**src/hdl/swds_pkg.sv**
```systemverilog
// ---------------------------------------------------------------------------
// swds_pkg - shared types and constants of the stepper wave-drive sequencer
// Command and result words, register indexes, status codes, the
// constant-divider setup for the angle conversion and the coil pattern
// function.
// ---------------------------------------------------------------------------
package swds_pkg;

    localparam int MOTOR_COUNT     = 4;
    localparam int DEGREES_PER_REV = 360;

    localparam logic [2:0] MOTOR_LIMIT = 3'(MOTOR_COUNT);

    localparam logic [12:0] STEPS_REV_RESET = 13'd200;
    localparam logic [12:0] STEPS_REV_MAX   = 13'd4096;

    // Divide by 360 as a shift by 3 then a reciprocal multiply for 45.
    // Exact for every product below 2^20.
    localparam int DIV_PRE_SHIFT = 3;
    localparam int DIV_ODD       = DEGREES_PER_REV / (1 << DIV_PRE_SHIFT);
    localparam int DIV_SHIFT     = 23;
    localparam int DIV_RECIP     = ((1 << DIV_SHIFT) + DIV_ODD - 1) / DIV_ODD;

    typedef enum logic [1:0] {
        KIND_ROTATE = 2'd0,
        KIND_STEP   = 2'd1,
        KIND_TICK   = 2'd2
    } t_kind;

    localparam logic [1:0] STATUS_OK     = 2'd0;
    localparam logic [1:0] STATUS_BAD_ID = 2'd1;
    localparam logic [1:0] STATUS_BUSY   = 2'd2;

    localparam logic [2:0] CFG_STEPS_REV0 = 3'd0;
    localparam logic [2:0] CFG_STEPS_REV1 = 3'd1;
    localparam logic [2:0] CFG_STEPS_REV2 = 3'd2;
    localparam logic [2:0] CFG_STEPS_REV3 = 3'd3;
    localparam logic [2:0] CFG_POLARITY   = 3'd4;

    typedef struct packed {
        logic [1:0] kind;
        logic [2:0] motor_id;
        logic [7:0] amount;
        logic       clockwise;
        logic [7:0] phase_ticks;
    } t_in_word;

    typedef struct packed {
        logic [3:0] coil_pattern;
        logic [1:0] driven_motor;
        logic [1:0] status;
        logic       running;
        logic       move_done;
    } t_out_word;

    typedef struct packed {
        logic [3:0][12:0] steps_rev;
        logic [3:0]       polarity;
    } t_cfg_state;

    // One-hot coil pattern, one-cold when the motor's polarity bit is set.
    function automatic logic [3:0] form_pattern(input logic [1:0] motor,
                                                input logic       dir,
                                                input logic [1:0] phase,
                                                input logic [3:0] polarity);
        logic [3:0] hot;
        hot = dir ? (4'b0001 << phase) : (4'b1000 >> phase);
        if (polarity[motor]) begin
            hot = ~hot;
        end
        return hot;
    endfunction

endpackage

```
**src/hdl/swds_cfg_regs.sv**
```systemverilog
// ---------------------------------------------------------------------------
// swds_cfg_regs - configuration registers
// Steps per revolution for each motor and the polarity mask.
// ---------------------------------------------------------------------------
module swds_cfg_regs (
    input  logic                  i_clk,
    input  logic                  i_rst_n,
    input  logic                  i_cfg_valid,
    output logic                  o_cfg_ready,
    input  logic [2:0]            i_cfg_index,
    input  logic [12:0]           i_cfg_data,
    output swds_pkg::t_cfg_state  o_cfg
);
    import swds_pkg::*;

    t_cfg_state r_cfg;

    assign o_cfg_ready = 1'b1;
    assign o_cfg       = r_cfg;

    always_ff @(posedge i_clk) begin
        if (!i_rst_n) begin
            r_cfg.steps_rev <= {4{STEPS_REV_RESET}};
            r_cfg.polarity  <= 4'd0;
        end else if (i_cfg_valid) begin
            case (i_cfg_index)
                CFG_STEPS_REV0: r_cfg.steps_rev[0] <= i_cfg_data;
                CFG_STEPS_REV1: r_cfg.steps_rev[1] <= i_cfg_data;
                CFG_STEPS_REV2: r_cfg.steps_rev[2] <= i_cfg_data;
                CFG_STEPS_REV3: r_cfg.steps_rev[3] <= i_cfg_data;
                CFG_POLARITY:   r_cfg.polarity     <= i_cfg_data[3:0];
                default: ;
            endcase
        end
    end

endmodule

```
**src/hdl/swds_scale_stage.sv**
```systemverilog
// ---------------------------------------------------------------------------
// swds_scale_stage - input register and angle product
// Registers the command word, then forms angle times steps-per-rev and
// registers it with the word for the sequencer core.
// ---------------------------------------------------------------------------
module swds_scale_stage (
    input  logic                  i_clk,
    input  logic                  i_rst_n,
    input  logic                  i_in_valid,
    input  swds_pkg::t_in_word    i_in_word,
    output logic                  o_in_stall,
    input  swds_pkg::t_cfg_state  i_cfg,
    input  logic                  i_take,
    output logic                  o_b_valid,
    output swds_pkg::t_in_word    o_b_word,
    output logic [19:0]           o_b_prod
);
    import swds_pkg::*;

    logic        r_a_valid;
    t_in_word    r_a_word;
    logic        r_b_valid;
    t_in_word    r_b_word;
    logic [19:0] r_b_prod;

    logic        a_adv;
    logic        b_adv;
    logic [12:0] sr_raw;
    logic [12:0] sr_sat;
    logic [20:0] prod_full;
    logic [19:0] n_prod;

    assign b_adv      = !r_b_valid || i_take;
    assign a_adv      = !r_a_valid || b_adv;
    assign o_in_stall = !a_adv;

    always_comb begin
        sr_raw    = i_cfg.steps_rev[r_a_word.motor_id[1:0]];
        sr_sat    = (sr_raw > STEPS_REV_MAX) ? STEPS_REV_MAX : sr_raw;
        prod_full = 21'(r_a_word.amount) * 21'(sr_sat);
        n_prod    = prod_full[19:0];
    end

    always_ff @(posedge i_clk) begin
        if (!i_rst_n) begin
            r_a_valid <= 1'b0;
            r_b_valid <= 1'b0;
        end else begin
            if (a_adv) begin
                r_a_valid <= i_in_valid;
            end
            if (b_adv) begin
                r_b_valid <= r_a_valid;
            end
        end
    end

    always_ff @(posedge i_clk) begin
        if (a_adv && i_in_valid) begin
            r_a_word <= i_in_word;
        end
        if (b_adv && r_a_valid) begin
            r_b_word <= r_a_word;
            r_b_prod <= n_prod;
        end
    end

    assign o_b_valid = r_b_valid;
    assign o_b_word  = r_b_word;
    assign o_b_prod  = r_b_prod;

endmodule

```
**src/hdl/swds_seq_core.sv**
```systemverilog
// ---------------------------------------------------------------------------
// swds_seq_core - move state and result register
// Finishes the divide by 360, runs the command and tick logic of the
// move, keeps the last pattern of each motor and registers the result.
// ---------------------------------------------------------------------------
module swds_seq_core (
    input  logic                  i_clk,
    input  logic                  i_rst_n,
    input  logic                  i_b_valid,
    input  swds_pkg::t_in_word    i_b_word,
    input  logic [19:0]           i_b_prod,
    input  swds_pkg::t_cfg_state  i_cfg,
    output logic                  o_take,
    output logic                  o_out_valid,
    output swds_pkg::t_out_word   o_out_word,
    input  logic                  i_out_stall
);
    import swds_pkg::*;

    logic             r_busy;
    logic [1:0]       r_motor;
    logic             r_dir;
    logic [1:0]       r_phase;
    logic [13:0]      r_phases_left;
    logic [7:0]       r_hold_reload;
    logic [7:0]       r_hold_count;
    logic [3:0][3:0]  r_pattern;
    logic             r_out_valid;
    t_out_word        r_out_word;

    logic             n_busy;
    logic [1:0]       n_motor;
    logic             n_dir;
    logic [1:0]       n_phase;
    logic [13:0]      n_phases_left;
    logic [7:0]       n_hold_reload;
    logic [7:0]       n_hold_count;
    logic [3:0][3:0]  n_pattern;
    t_out_word        n_out_word;

    logic             out_adv;
    logic [34:0]      quot_full;
    logic [11:0]      rot_steps;
    logic [11:0]      steps;
    logic [1:0]       status;
    logic             done;

    assign out_adv = !r_out_valid || !i_out_stall;
    assign o_take  = i_b_valid && out_adv;

    always_comb begin
        quot_full = 35'(i_b_prod[19:DIV_PRE_SHIFT]) * 35'(DIV_RECIP);
        rot_steps = 12'(quot_full >> DIV_SHIFT);
        steps     = (i_b_word.kind == KIND_ROTATE) ? rot_steps
                                                   : {4'd0, i_b_word.amount};
    end

    always_comb begin
        n_busy        = r_busy;
        n_motor       = r_motor;
        n_dir         = r_dir;
        n_phase       = r_phase;
        n_phases_left = r_phases_left;
        n_hold_reload = r_hold_reload;
        n_hold_count  = r_hold_count;
        n_pattern     = r_pattern;
        status        = STATUS_OK;
        done          = 1'b0;
        case (i_b_word.kind)
            KIND_ROTATE, KIND_STEP: begin
                if (i_b_word.motor_id >= MOTOR_LIMIT) begin
                    status = STATUS_BAD_ID;
                end else if (r_busy) begin
                    status = STATUS_BUSY;
                end else if (steps != 12'd0) begin
                    n_busy        = 1'b1;
                    n_motor       = i_b_word.motor_id[1:0];
                    n_dir         = i_b_word.clockwise;
                    n_phase       = 2'd0;
                    n_phases_left = {steps, 2'b00};
                    n_hold_reload = (i_b_word.phase_ticks == 8'd0) ? 8'd1
                                                                   : i_b_word.phase_ticks;
                    n_hold_count  = n_hold_reload;
                    n_pattern[n_motor] = form_pattern(n_motor, n_dir, n_phase,
                                                      i_cfg.polarity);
                end
            end
            KIND_TICK: begin
                if (r_busy) begin
                    if (r_hold_count != 8'd0) begin
                        n_hold_count = r_hold_count - 8'd1;
                    end
                    if (n_hold_count == 8'd0) begin
                        if (r_phases_left != 14'd0) begin
                            n_phases_left = r_phases_left - 14'd1;
                        end
                        if (n_phases_left == 14'd0) begin
                            // end of move: last phase stays energised
                            n_busy = 1'b0;
                            done   = 1'b1;
                        end else begin
                            n_phase      = r_phase + 2'd1;
                            n_hold_count = r_hold_reload;
                            n_pattern[r_motor] = form_pattern(r_motor, r_dir, n_phase,
                                                              i_cfg.polarity);
                        end
                    end
                end
            end
            default: ;
        endcase
        n_out_word.coil_pattern = n_pattern[n_motor];
        n_out_word.driven_motor = n_motor;
        n_out_word.status       = status;
        n_out_word.running      = n_busy;
        n_out_word.move_done    = done;
    end

    always_ff @(posedge i_clk) begin
        if (!i_rst_n) begin
            r_busy        <= 1'b0;
            r_motor       <= 2'd0;
            r_dir         <= 1'b0;
            r_phase       <= 2'd0;
            r_phases_left <= 14'd0;
            r_hold_reload <= 8'd0;
            r_hold_count  <= 8'd0;
            r_pattern     <= '0;
            r_out_valid   <= 1'b0;
        end else begin
            if (o_take) begin
                r_busy        <= n_busy;
                r_motor       <= n_motor;
                r_dir         <= n_dir;
                r_phase       <= n_phase;
                r_phases_left <= n_phases_left;
                r_hold_reload <= n_hold_reload;
                r_hold_count  <= n_hold_count;
                r_pattern     <= n_pattern;
            end
            if (out_adv) begin
                r_out_valid <= i_b_valid;
            end
        end
    end

    always_ff @(posedge i_clk) begin
        if (o_take) begin
            r_out_word <= n_out_word;
        end
    end

    assign o_out_valid = r_out_valid;
    assign o_out_word  = r_out_word;

endmodule

```
**src/hdl/stepper_wave_drive_sequencer_unit.sv**
```systemverilog
// ---------------------------------------------------------------------------
// stepper_wave_drive_sequencer_unit - wave-drive sequencer for four steppers
// Takes rotate, step and tick command words and returns one status and
// coil pattern word for each.
// ---------------------------------------------------------------------------
//  channel  | signals                          | moves
//  ---------+----------------------------------+------------------------------
//  in       | i_in_valid, o_in_stall, i_in_word   | one command or tick word
//  out      | o_out_valid, i_out_stall, o_out_word| one result word
//  cfg      | i_cfg_valid, o_cfg_ready, index/data| one register write
//
//  One word per cycle sustained while the output does not stall; each word
//  passes the input register, the product register (angle times
//  steps-per-rev), then the divide, move update and result register.
//  Synchronous active-low reset clears all move state and coil patterns.
//  A stalled output holds its word; the pipeline behind it keeps filling
//  its empty stages before o_in_stall rises.
// ---------------------------------------------------------------------------
module stepper_wave_drive_sequencer_unit (
    input  logic                 i_clk,
    input  logic                 i_rst_n,
    input  logic                 i_in_valid,
    output logic                 o_in_stall,
    input  swds_pkg::t_in_word   i_in_word,
    output logic                 o_out_valid,
    input  logic                 i_out_stall,
    output swds_pkg::t_out_word  o_out_word,
    input  logic                 i_cfg_valid,
    output logic                 o_cfg_ready,
    input  logic [2:0]           i_cfg_index,
    input  logic [12:0]          i_cfg_data
);
    import swds_pkg::*;

    t_cfg_state  cfg;
    logic        take;
    logic        b_valid;
    t_in_word    b_word;
    logic [19:0] b_prod;

    swds_cfg_regs u_cfg (
        .i_clk       (i_clk),
        .i_rst_n     (i_rst_n),
        .i_cfg_valid (i_cfg_valid),
        .o_cfg_ready (o_cfg_ready),
        .i_cfg_index (i_cfg_index),
        .i_cfg_data  (i_cfg_data),
        .o_cfg       (cfg)
    );

    swds_scale_stage u_scale (
        .i_clk      (i_clk),
        .i_rst_n    (i_rst_n),
        .i_in_valid (i_in_valid),
        .i_in_word  (i_in_word),
        .o_in_stall (o_in_stall),
        .i_cfg      (cfg),
        .i_take     (take),
        .o_b_valid  (b_valid),
        .o_b_word   (b_word),
        .o_b_prod   (b_prod)
    );

    swds_seq_core u_core (
        .i_clk       (i_clk),
        .i_rst_n     (i_rst_n),
        .i_b_valid   (b_valid),
        .i_b_word    (b_word),
        .i_b_prod    (b_prod),
        .i_cfg       (cfg),
        .o_take      (take),
        .o_out_valid (o_out_valid),
        .o_out_word  (o_out_word),
        .i_out_stall (i_out_stall)
    );

endmodule

```
**config.mk**
```make
export PLATFORM = sky130hd
export DESIGN_NAME = stepper_wave_drive_sequencer_unit
export DESIGN_NICKNAME = d
export VERILOG_FILES = /design/src/hdl/swds_pkg.sv /design/src/hdl/swds_cfg_regs.sv /design/src/hdl/swds_scale_stage.sv /design/src/hdl/swds_seq_core.sv /design/src/hdl/stepper_wave_drive_sequencer_unit.sv
export SDC_FILE = /design/constraint.sdc
export NUM_CORES = 1
export LEC_CHECK = 0
export ABC_AREA = 1
export BUFFER_PORTS_ARGS = -buffer_cell sky130_fd_sc_hd__buf_4
export CORE_UTILIZATION = 40
export DETAILED_ROUTE_END_ITERATION = 6
export GPL_TIMING_DRIVEN = 0
export PLACE_DENSITY = 0.6
export SLEW_MARGIN = 10
export SYNTH_ARGS = -nofsm -noshare
export SYNTH_HDL_FRONTEND = slang
export SYNTH_SLANG_ARGS = --single-unit
```
**constraint.sdc**
```tcl
create_clock -name i_clk -period 11.7 [get_ports i_clk]
set_input_delay 0.585 -clock i_clk [delete_from_list [all_inputs] [get_ports i_clk]]
set_output_delay 0.585 -clock i_clk [all_outputs]
set_load 0.02 [all_outputs]
```
==> reports/qor.yml, run 1 <==
route:
  drtIter0Drc: 1172
  wl_per_cell_um: 15.8
  ant_nets: 0
  totalWireLength_mm: 47.3
  firstDrtPassIters: 5
  route.detailed.drc: 0
  viasPerCell: 5.04
  via_count: 15100
die:
  die_h_um: 212
  die_area_um2: 44800
  coreArea_um2: 43300
  dieWidth_um: 212
  pin_count: 56
  num_rows: 76
  initial_core_util: 0.407
grt:
  grt_usage: 0.219
  grt_pass1_wl_mm: 76.7
  grt_max_degree: 29
  grt_pass1_vias: 14900
  grt_overflow: 0
  antenna_found_initial: 0
cts:
  post_cts_resized: 0
  clk-insertion-delay-late_ns: 0.46
  path_clk_slew_ns: 0.09
  cts_hold_buffers: 0
  cts_buffers: 17
  clockBufferDepth: 2
  cts.sinks: 182
  tritoncts: "built"
  ctsRootBufferMaster: "clkbuf_16"
  post-cts-setup-buffers: 0
  cts_max_level: 4
setup_path:
  cp_max_fo: 10
  slowest_delay_ns: 0.56
  cp_slowest_cell: "fa_1"
  required_ns: 11.89
  crit_arrival_ns: 7.49
  critical_path_class: "reg2reg"
  cp-start-kind: "register"
  end_kind: "register"
synth:
  synth_warnings: 0
  synthArstFlopShare: 0
  synth-main-ff-cell: "dfxtp_1"
  ys_seq_elements: 182
  seq_area_frac_synth: 0.247
  synth_fp_nets: 2691
  synth_area_per_cell_um2: 7.58
  synth_area_um2: 17600
  netlist_instances: 2321
  synthDistinctLibCells: 54
  synth_enable_flop_cells: 71
cells_and_area:
  layout-drive-gt1-share: 0.0644
  finalNetCount: 2765
  synthToLayoutAreaGrowth_pct: 10.3
  finalInstanceArea_um2: 19400
  final_util: 0.449
  n_fill_cell: 4367
status:
  status: "finished clean"
min_path:
  hp-class: "in2reg"
place:
  dp_hpwl_mm: 39.0
  gp_congestion: 0.962
  dpl_cell_area_um2: 18800
  io_buffers: 54
timing:
  slew_viol_final: 0
  tightest_slew_ns: 1.04
  finalHoldViolCount: 0
  setup_viol: 0
  grt_setup_unrepaired: "no"
  fin_skew_ns: 0.0194
  fin_crit_sh: 0.623
  relSlewSlack: 0.307
  final.min_clock_period_ns: 7.29
  fin_tns_setup_ns: 0
  fmax_mhz: 137
run:
  cap_viol_max_count: 0
[worst paths after layout]
check                                                     from                        endpoint  slack, ns  cells past startpoint
worst max-delay path            u_scale.r_a_word[17]$_DFFE_PP_  u_scale.o_b_prod[18]$_DFFE_PP_       4.41                     33
worst min-delay path                              i_in_word[5]   u_scale.r_a_word[5]$_DFFE_PP_       0.30                      1
worst max register to register  u_scale.r_a_word[17]$_DFFE_PP_  u_scale.o_b_prod[18]$_DFFE_PP_       4.41                     33
worst min register to register   u_scale.r_a_word[6]$_DFFE_PP_   u_scale.o_b_word[6]$_DFFE_PP_       0.42                      0
[layout by cell type (no fill, tap or decap), types with 30 or more instances in the layout]
cell,Yosys,routed
clkbuf_1,42,42
a21oi_1,99,99
edfxtp_1,71,71
fa_1,152,152
nor2_1,312,311
inv_1,465,464
dfxtp_1,111,111
ha_1,175,175
xor2_1,30,30
buf_4,3,57
o21ai_0,143,143
nand3_1,102,102
nand2_1,423,423
[Yosys cell counts (11+ instances only)]
master	number	area share
a211oi_1	12	0.0051
a21oi_1	99	0.028
clkbuf_1	42	0.0090
dfxtp_1	111	0.13
edfxtp_1	71	0.12
fa_1	152	0.17
ha_1	175	0.12
inv_1	465	0.099
nand2_1	423	0.090
nand3_1	102	0.029
nand4_1	17	0.0060
nor2_1	312	0.067
nor2_2	11	0.0039
nor3_1	15	0.0043
o211ai_1	19	0.0081
o21ai_0	143	0.041
o21ai_1	12	0.0034
o22ai_1	11	0.0039
xor2_1	30	0.015
[per-stage QoR]
step	setup slack [ns]	hold slack, ns	std cells
after floorplan	5.62	0.400	2321
after global placement	4.59	0.405	2960
after detailed placement	4.50	0.405	2961
after CTS	4.48	0.280	2993
after global routing	3.83	0.273	2993
final	4.41	0.298	2994
[layer usage]
layer  global-route usage  vias to the layer above  wire length (um)
li1                     -                     7433                 -
met1                0.306                     7114             22200
met2                0.351                      449             21200
met3               0.0271                       80              2680
met4               0.0730                        0              1190
met5                    0                        -                 0
[registers in the layout (all words and copies together) (netlist names)]
| name | count |
|---|---|
| u_core.r_dir | 1 |
| u_core.r_motor | 2 |
| u_scale.o_b_valid | 1 |
| u_core.r_hold_reload | 8 |
| u_cfg.o_cfg | 56 |
| u_core.r_phases_left | 14 |
| u_core.o_out_word | 10 |
| u_core.r_pattern | 16 |
| u_core.r_busy | 1 |
| u_core.r_hold_count | 8 |
| u_core.o_out_valid | 1 |
| u_scale.r_a_valid | 1 |
| u_core.r_phase | 2 |
| u_scale.o_b_word | 22 |
| u_scale.o_b_prod | 17 |
| u_scale.r_a_word | 22 |
[cell families after synthesis]
kind of cell	synth area share
adder cells (fa/ha/maj)	0.297
AND/OR/NAND/NOR	0.217
other	0.000213
flip-flops	0.247
XOR/XNOR	0.0194
buffers and inverters	0.117
AO/OA/AOI/OAI	0.101
[cell type report]
type | instances | area, um^2 | area share
Timing Repair Buffer | 55 | 425 | 0.0219
Sequential cell | 182 | 4350 | 0.224
Clock buffer | 17 | 425 | 0.0219
Buffer | 57 | 255 | 0.0131
Antenna cell | 1 | 2.50 | 0.000129
Clock inverter | 15 | 225 | 0.0116
Tap cell | 585 | 732 | 0.0377
Multi-Input combinational cell | 1603 | 11200 | 0.577
Inverter | 479 | 1800 | 0.0927
[critical path: cells and delay by family (launching register included)]
kind / cells / cell delay, ns
buf+inv: 8 / 1.10
flops: 1 / 0.34
xor+xnor: 1 / 0.13
fa+ha+maj: 5 / 2.41
compound gates: 9 / 1.46
simple gates: 10 / 1.58
Power of run 1 is not shown: default switching activity piles up to over one toggle a cycle in this logic, so the estimate is an artifact.
==> inputs of run 2 (changes only) <==
- PLACE_DENSITY: 0.6 -> 0.62
- clock period: 11.7 -> 6.3 ns (I/O delays scaled with it)
==> reports/qor.yml, run 2 (synthesis gave the netlist of run 1 again) <==
status:
  status: "finished, violations left"
  violations: "negative setup slack"
grt:
  grt_pass1_wl_mm: 79.4
  grt_overflow: 0
  grt_usage: 0.228
  grt_max_degree: 29
  antenna_found_initial: 0
  grt_pass1_vias: 15400
die:
  num_rows: 76
  dieWidth_um: 212
  die_h_um: 212
  coreArea_um2: 43300
  die_area_um2: 44800
  pin_count: 56
  initial_core_util: 0.407
min_path:
  hp-class: "in2reg"
  min_from: "i_in_word[2]"
  hold_depth: 1
  hold_end: "u_scale.r_a_word[2]$_DFFE_PP_"
setup_path:
  required_ns: 6.52
  critical_path_class: "reg2reg"
  crit_arrival_ns: 6.56
  cp_slowest_cell: "fa_1"
  cp-start-kind: "register"
  end_kind: "register"
  path_delay_family: "adder cells"
  startpoint: "u_scale.o_b_prod[8]$_DFFE_PP_"
  cp_num_buf_inv: 8
  r2r_end: "u_core.o_out_word[7]$_DFFE_PP_"
  r2r_setup_slack_ns: -0.03
  cp_max_fo: 6
  r2r_cells: 34
  slowest_delay_ns: 0.56
  regToRegStartpoint: "u_scale.o_b_prod[8]$_DFFE_PP_"
route:
  drtIter0Drc: 1163
  firstDrtPassIters: 6
  via_count: 15600
  route.detailed.drc: 0
  ant_nets: 0
  viasPerCell: 5.07
  totalWireLength_mm: 50.4
  wl_per_cell_um: 16.4
timing:
  holdWs_ns: 0.0376
  fmax_mhz: 158
  slew_viol_final: 0
  tightest_slew_ns: 1.13
  fin_crit_sh: 1.01
  fin_skew_ns: 0.0229
  final.min_clock_period_ns: 6.33
  worst_slack_ns: -0.0332
  grt_setup_unrepaired: "yes"
  setup_viol: 4
  relSlewSlack: 0.249
  finalHoldViolCount: 0
cts:
  clk-insertion-delay-late_ns: 0.46
  cts_max_level: 4
  path_clk_slew_ns: 0.09
  clockBufferDepth: 2
  ctsRootBufferMaster: "clkbuf_16"
  cts_buffers: 17
  tritoncts: "built"
  cts.sinks: 182
place:
  io_buffers: 54
  gp_congestion: 0.958
  dpl.cell_count: 2961
  dp_hpwl_mm: 39.0
cells_and_area:
  final_util: 0.489
  layout-drive-gt1-share: 0.183
  finalNetCount: 2849
  final_cells: 3077
  antenna_cells: 0
  mostFrequentLayoutCell: "inv_1"
  mostFrequentLayoutCells: "inv_1, nand2_1, nor2_1"
  n_fill_cell: 4206
  synthToLayoutAreaGrowth_pct: 20.2
  largest_reg_flops: 56
run:
  cap_viol_max_count: 0
[run 2: changes by cell type in the layout (fill, tap and decap cells not counted), sizes merged]
cell,change
clkbuf,-2
buf,+87
diode,-1
clkinv,-1
[run 2: worst max-delay path by stage]
stage / endpoint / slack [ns] / cells past startpoint
after floorplan: u_scale.o_b_prod[18]$_DFFE_PP_ / 0.22 / 32
final: u_core.o_out_word[7]$_DFFE_PP_ / -0.03 / 34
after global placement: u_scale.o_b_prod[18]$_DFFE_PP_ / -0.76 / 34
after CTS: u_core.o_out_word[6]$_DFFE_PP_ / 0.004 / 33
after detailed placement: u_scale.o_b_prod[18]$_DFFE_PP_ / -0.85 / 34
after global routing: u_core.o_out_word[9]$_DFFE_PP_ / -0.33 / 35
[run 2: metal layers]
layer | wire length, um | share of wire | vias up | global-route usage
met5 | 0 | 0 | - | 0
li1 | - | - | 7609 | -
met3 | 3060 | 0.061 | 72 | 0.0314
met1 | 22900 | 0.46 | 7451 | 0.316
met4 | 979 | 0.019 | 0 | 0.0695
met2 | 23400 | 0.46 | 480 | 0.366
[run 2: final cells by class]
class | instances | area (um^2) | area share
tap | 585 | 732 | 0.0346
timing repair buffer | 139 | 1110 | 0.0526
sequential | 182 | 4350 | 0.206
multi-input combinational | 1603 | 12200 | 0.575
inverter | 479 | 1820 | 0.0859
clock inverter | 14 | 180 | 0.00852
clock buffer | 18 | 450 | 0.0213
buffer | 57 | 334 | 0.0158
[run 2: metrics by stage]
step / worst slack, ns / instance area, um^2 / setup TNS, ns
2_1_floorplan: 0.224 / 17600 / 0
3_3_place_gp: -0.757 / 18700 / -22.18
3_5_place_dp: -0.853 / 18800 / -25.26
4_1_cts: 0.00381 / 20100 / 0
5_1_grt: -0.327 / 21200 / -6.36
6_report: -0.0332 / 21200 / -0.0796
[run 2: what timing repair did]
action                                  4_1_cts  5_1_grt
hold buffers                                  0        0
buffers inserted                             32       48
cloned                                        1        3
resized for setup                           105      227
endpoints found under the setup margin       69       65
pin swaps                                    42      106
Power of run 2 is left out for the same reason.
==> inputs of run 3 (changes only) <==
- SETUP_SLACK_MARGIN: unset -> 0.05
- SYNTH_HIERARCHICAL: unset -> 1
==> reports/qor.yml, run 3 <==
cts:
  cts_hold_buffers: 0
  cts.sinks: 182
  cts_max_level: 4
  clk-insertion-delay-late_ns: 0.46
  tritoncts: "built"
  cts_buffers: 17
  clockBufferDepth: 2
  path_clk_slew_ns: 0.08
  ctsRootBufferMaster: "clkbuf_16"
route:
  route.detailed.drc: 0
  viasPerCell: 5.10
  wl_per_cell_um: 15.6
  via_count: 16200
  drtIter0Drc: 1117
  ant_nets: 0
  totalWireLength_mm: 49.5
  firstDrtPassIters: 6
place:
  gp_congestion: 0.929
  io_buffers: 54
  dpl.cell_count: 3103
  dp_hpwl_mm: 39.5
cells_and_area:
  antenna_cells: 0
  n_fill_cell: 4396
  synthToLayoutAreaGrowth_pct: 13.8
  layout-drive-gt1-share: 0.121
  regArea_um2: 4350
  mostFrequentLayoutCell: "nand2_1"
  multiInputGateArea_um2: 12300
  mostFrequentLayoutCells: "nand2_1, inv_1, nor2_1"
  final_cells: 3174
  largest_reg_flops: 56
  finalNetCount: 2939
timing:
  fmax_mhz: 158
  tightest_slew_ns: 1.13
  worst_slack_ns: -0.0129
  fin_skew_ns: 0.0172
  final.min_clock_period_ns: 6.31
  slew_viol_final: 0
  setup_viol: 1
  grt_setup_unrepaired: "yes"
  fin_crit_sh: 1.00
  finalHoldViolCount: 0
  relSlewSlack: 0.246
synth:
  synth_area_um2: 18300
  synth_area_per_cell_um2: 7.43
  synth_fp_nets: 2826
  netlist_instances: 2456
  synth_warnings: 6
grt:
  grt_usage: 0.217
  antenna_found_initial: 0
  grt_pass1_wl_mm: 81.3
  grt_pass1_vias: 16000
  grt_max_degree: 28
  grt_overflow: 0
setup_path:
  cp-start-kind: "register"
  path_common_cell: "fa_1"
  path_delay_family: "adder cells"
  critical_path_class: "reg2reg"
  required_ns: 6.50
  r2r_cells: 26
  crit_arrival_ns: 6.52
  cp.depth: 26
  slowest_delay_ns: 0.51
  end_kind: "register"
  cp_num_buf_inv: 4
  cp_slowest_cell: "fa_1"
  cp_max_fo: 8
die:
  pin_count: 56
  dieWidth_um: 216
  num_rows: 77
  die_h_um: 216
  coreArea_um2: 44600
  initial_core_util: 0.409
  die_area_um2: 46500
min_path:
  hold_depth: 1
  hp-class: "in2reg"
status:
  status: "finished, violations left"
  violations: "negative setup slack"
run:
  cap_viol_max_count: 0
run 3: layout make-up:
| type | instances | share of cell area |
|---|---|---|
| inverters | 447 | 0.0810 |
| clock buffers | 17 | 0.0205 |
| well taps | 592 | 0.0357 |
| plain buffers | 64 | 0.0184 |
| clock inverters | 15 | 0.00668 |
| repair buffers | 94 | 0.0374 |
| flip-flops and latches | 182 | 0.210 |
| multi-input cells | 1763 | 0.591 |
run 3: final timing paths:
path / startpoint / end / slack [ns]
min reg2reg: u_scale/r_a_word[1]$_DFFE_PP_ / u_scale/o_b_word[1]$_DFFE_PP_ / 0.42
max reg2reg: u_scale/o_b_prod[6]$_DFFE_PP_ / u_core/o_out_word[9]$_DFFE_PP_ / -0.01
min: i_in_word[15] / u_scale/r_a_word[15]$_DFFE_PP_ / 0.03
max: u_scale/o_b_prod[6]$_DFFE_PP_ / u_core/o_out_word[9]$_DFFE_PP_ / -0.01
run 3: worst register-to-register path, cell delays in order, from the launching register on:
cell,delay [ns]
edfxtp_1,0.47
buf_4,0.20
ha_4,0.26
fa_1,0.50
inv_1,0.05
fa_1,0.51
fa_1,0.47
fa_1,0.50
inv_1,0.05
fa_1,0.50
ha_4,0.33
nand4_1,0.25
nor2_2,0.18
nand4_1,0.15
nand4_1,0.19
nand3_2,0.12
nand2_1,0.10
nand2_1,0.06
nor2_2,0.15
nand3_4,0.16
nand2_8,0.14
nor2_4,0.05
buf_6,0.13
o21ai_4,0.26
nand3_1,0.12
nand3_1,0.11
nand2_1,0.07
run 3: through the flow:
stage	setup WS (ns)	cell area (um^2)	util	setup TNS [ns]	hold WS, ns
after floorplan	0.528	18300	-	0	0.400
after global placement	-0.342	19400	0.435	-3.07	0.402
after detailed placement	-0.420	19400	0.436	-7.85	0.407
after CTS	0.0506	20300	0.456	0	0.00655
after global routing	-0.236	20800	0.466	-4.67	0.00427
final	-0.0129	20800	0.466	-0.0129	0.0289
run 3: per-layer routing:
layer	track usage	up-vias	routed length, um
met3	0.0251	66	2550
met2	0.362	452	23500
met5	0	-	0
met1	0.296	7728	22500
met4	0.0624	0	1020
li1	-	7951	-
run 3: repair_timing:
action | CTS | global route
resized for setup | 19 | 87
endpoints found under the setup margin | 55 | 58
setup buffers | 26 | 11
cloned | 0 | 2
pin swaps | 8 | 26
Power of run 3 is left out for the same reason.
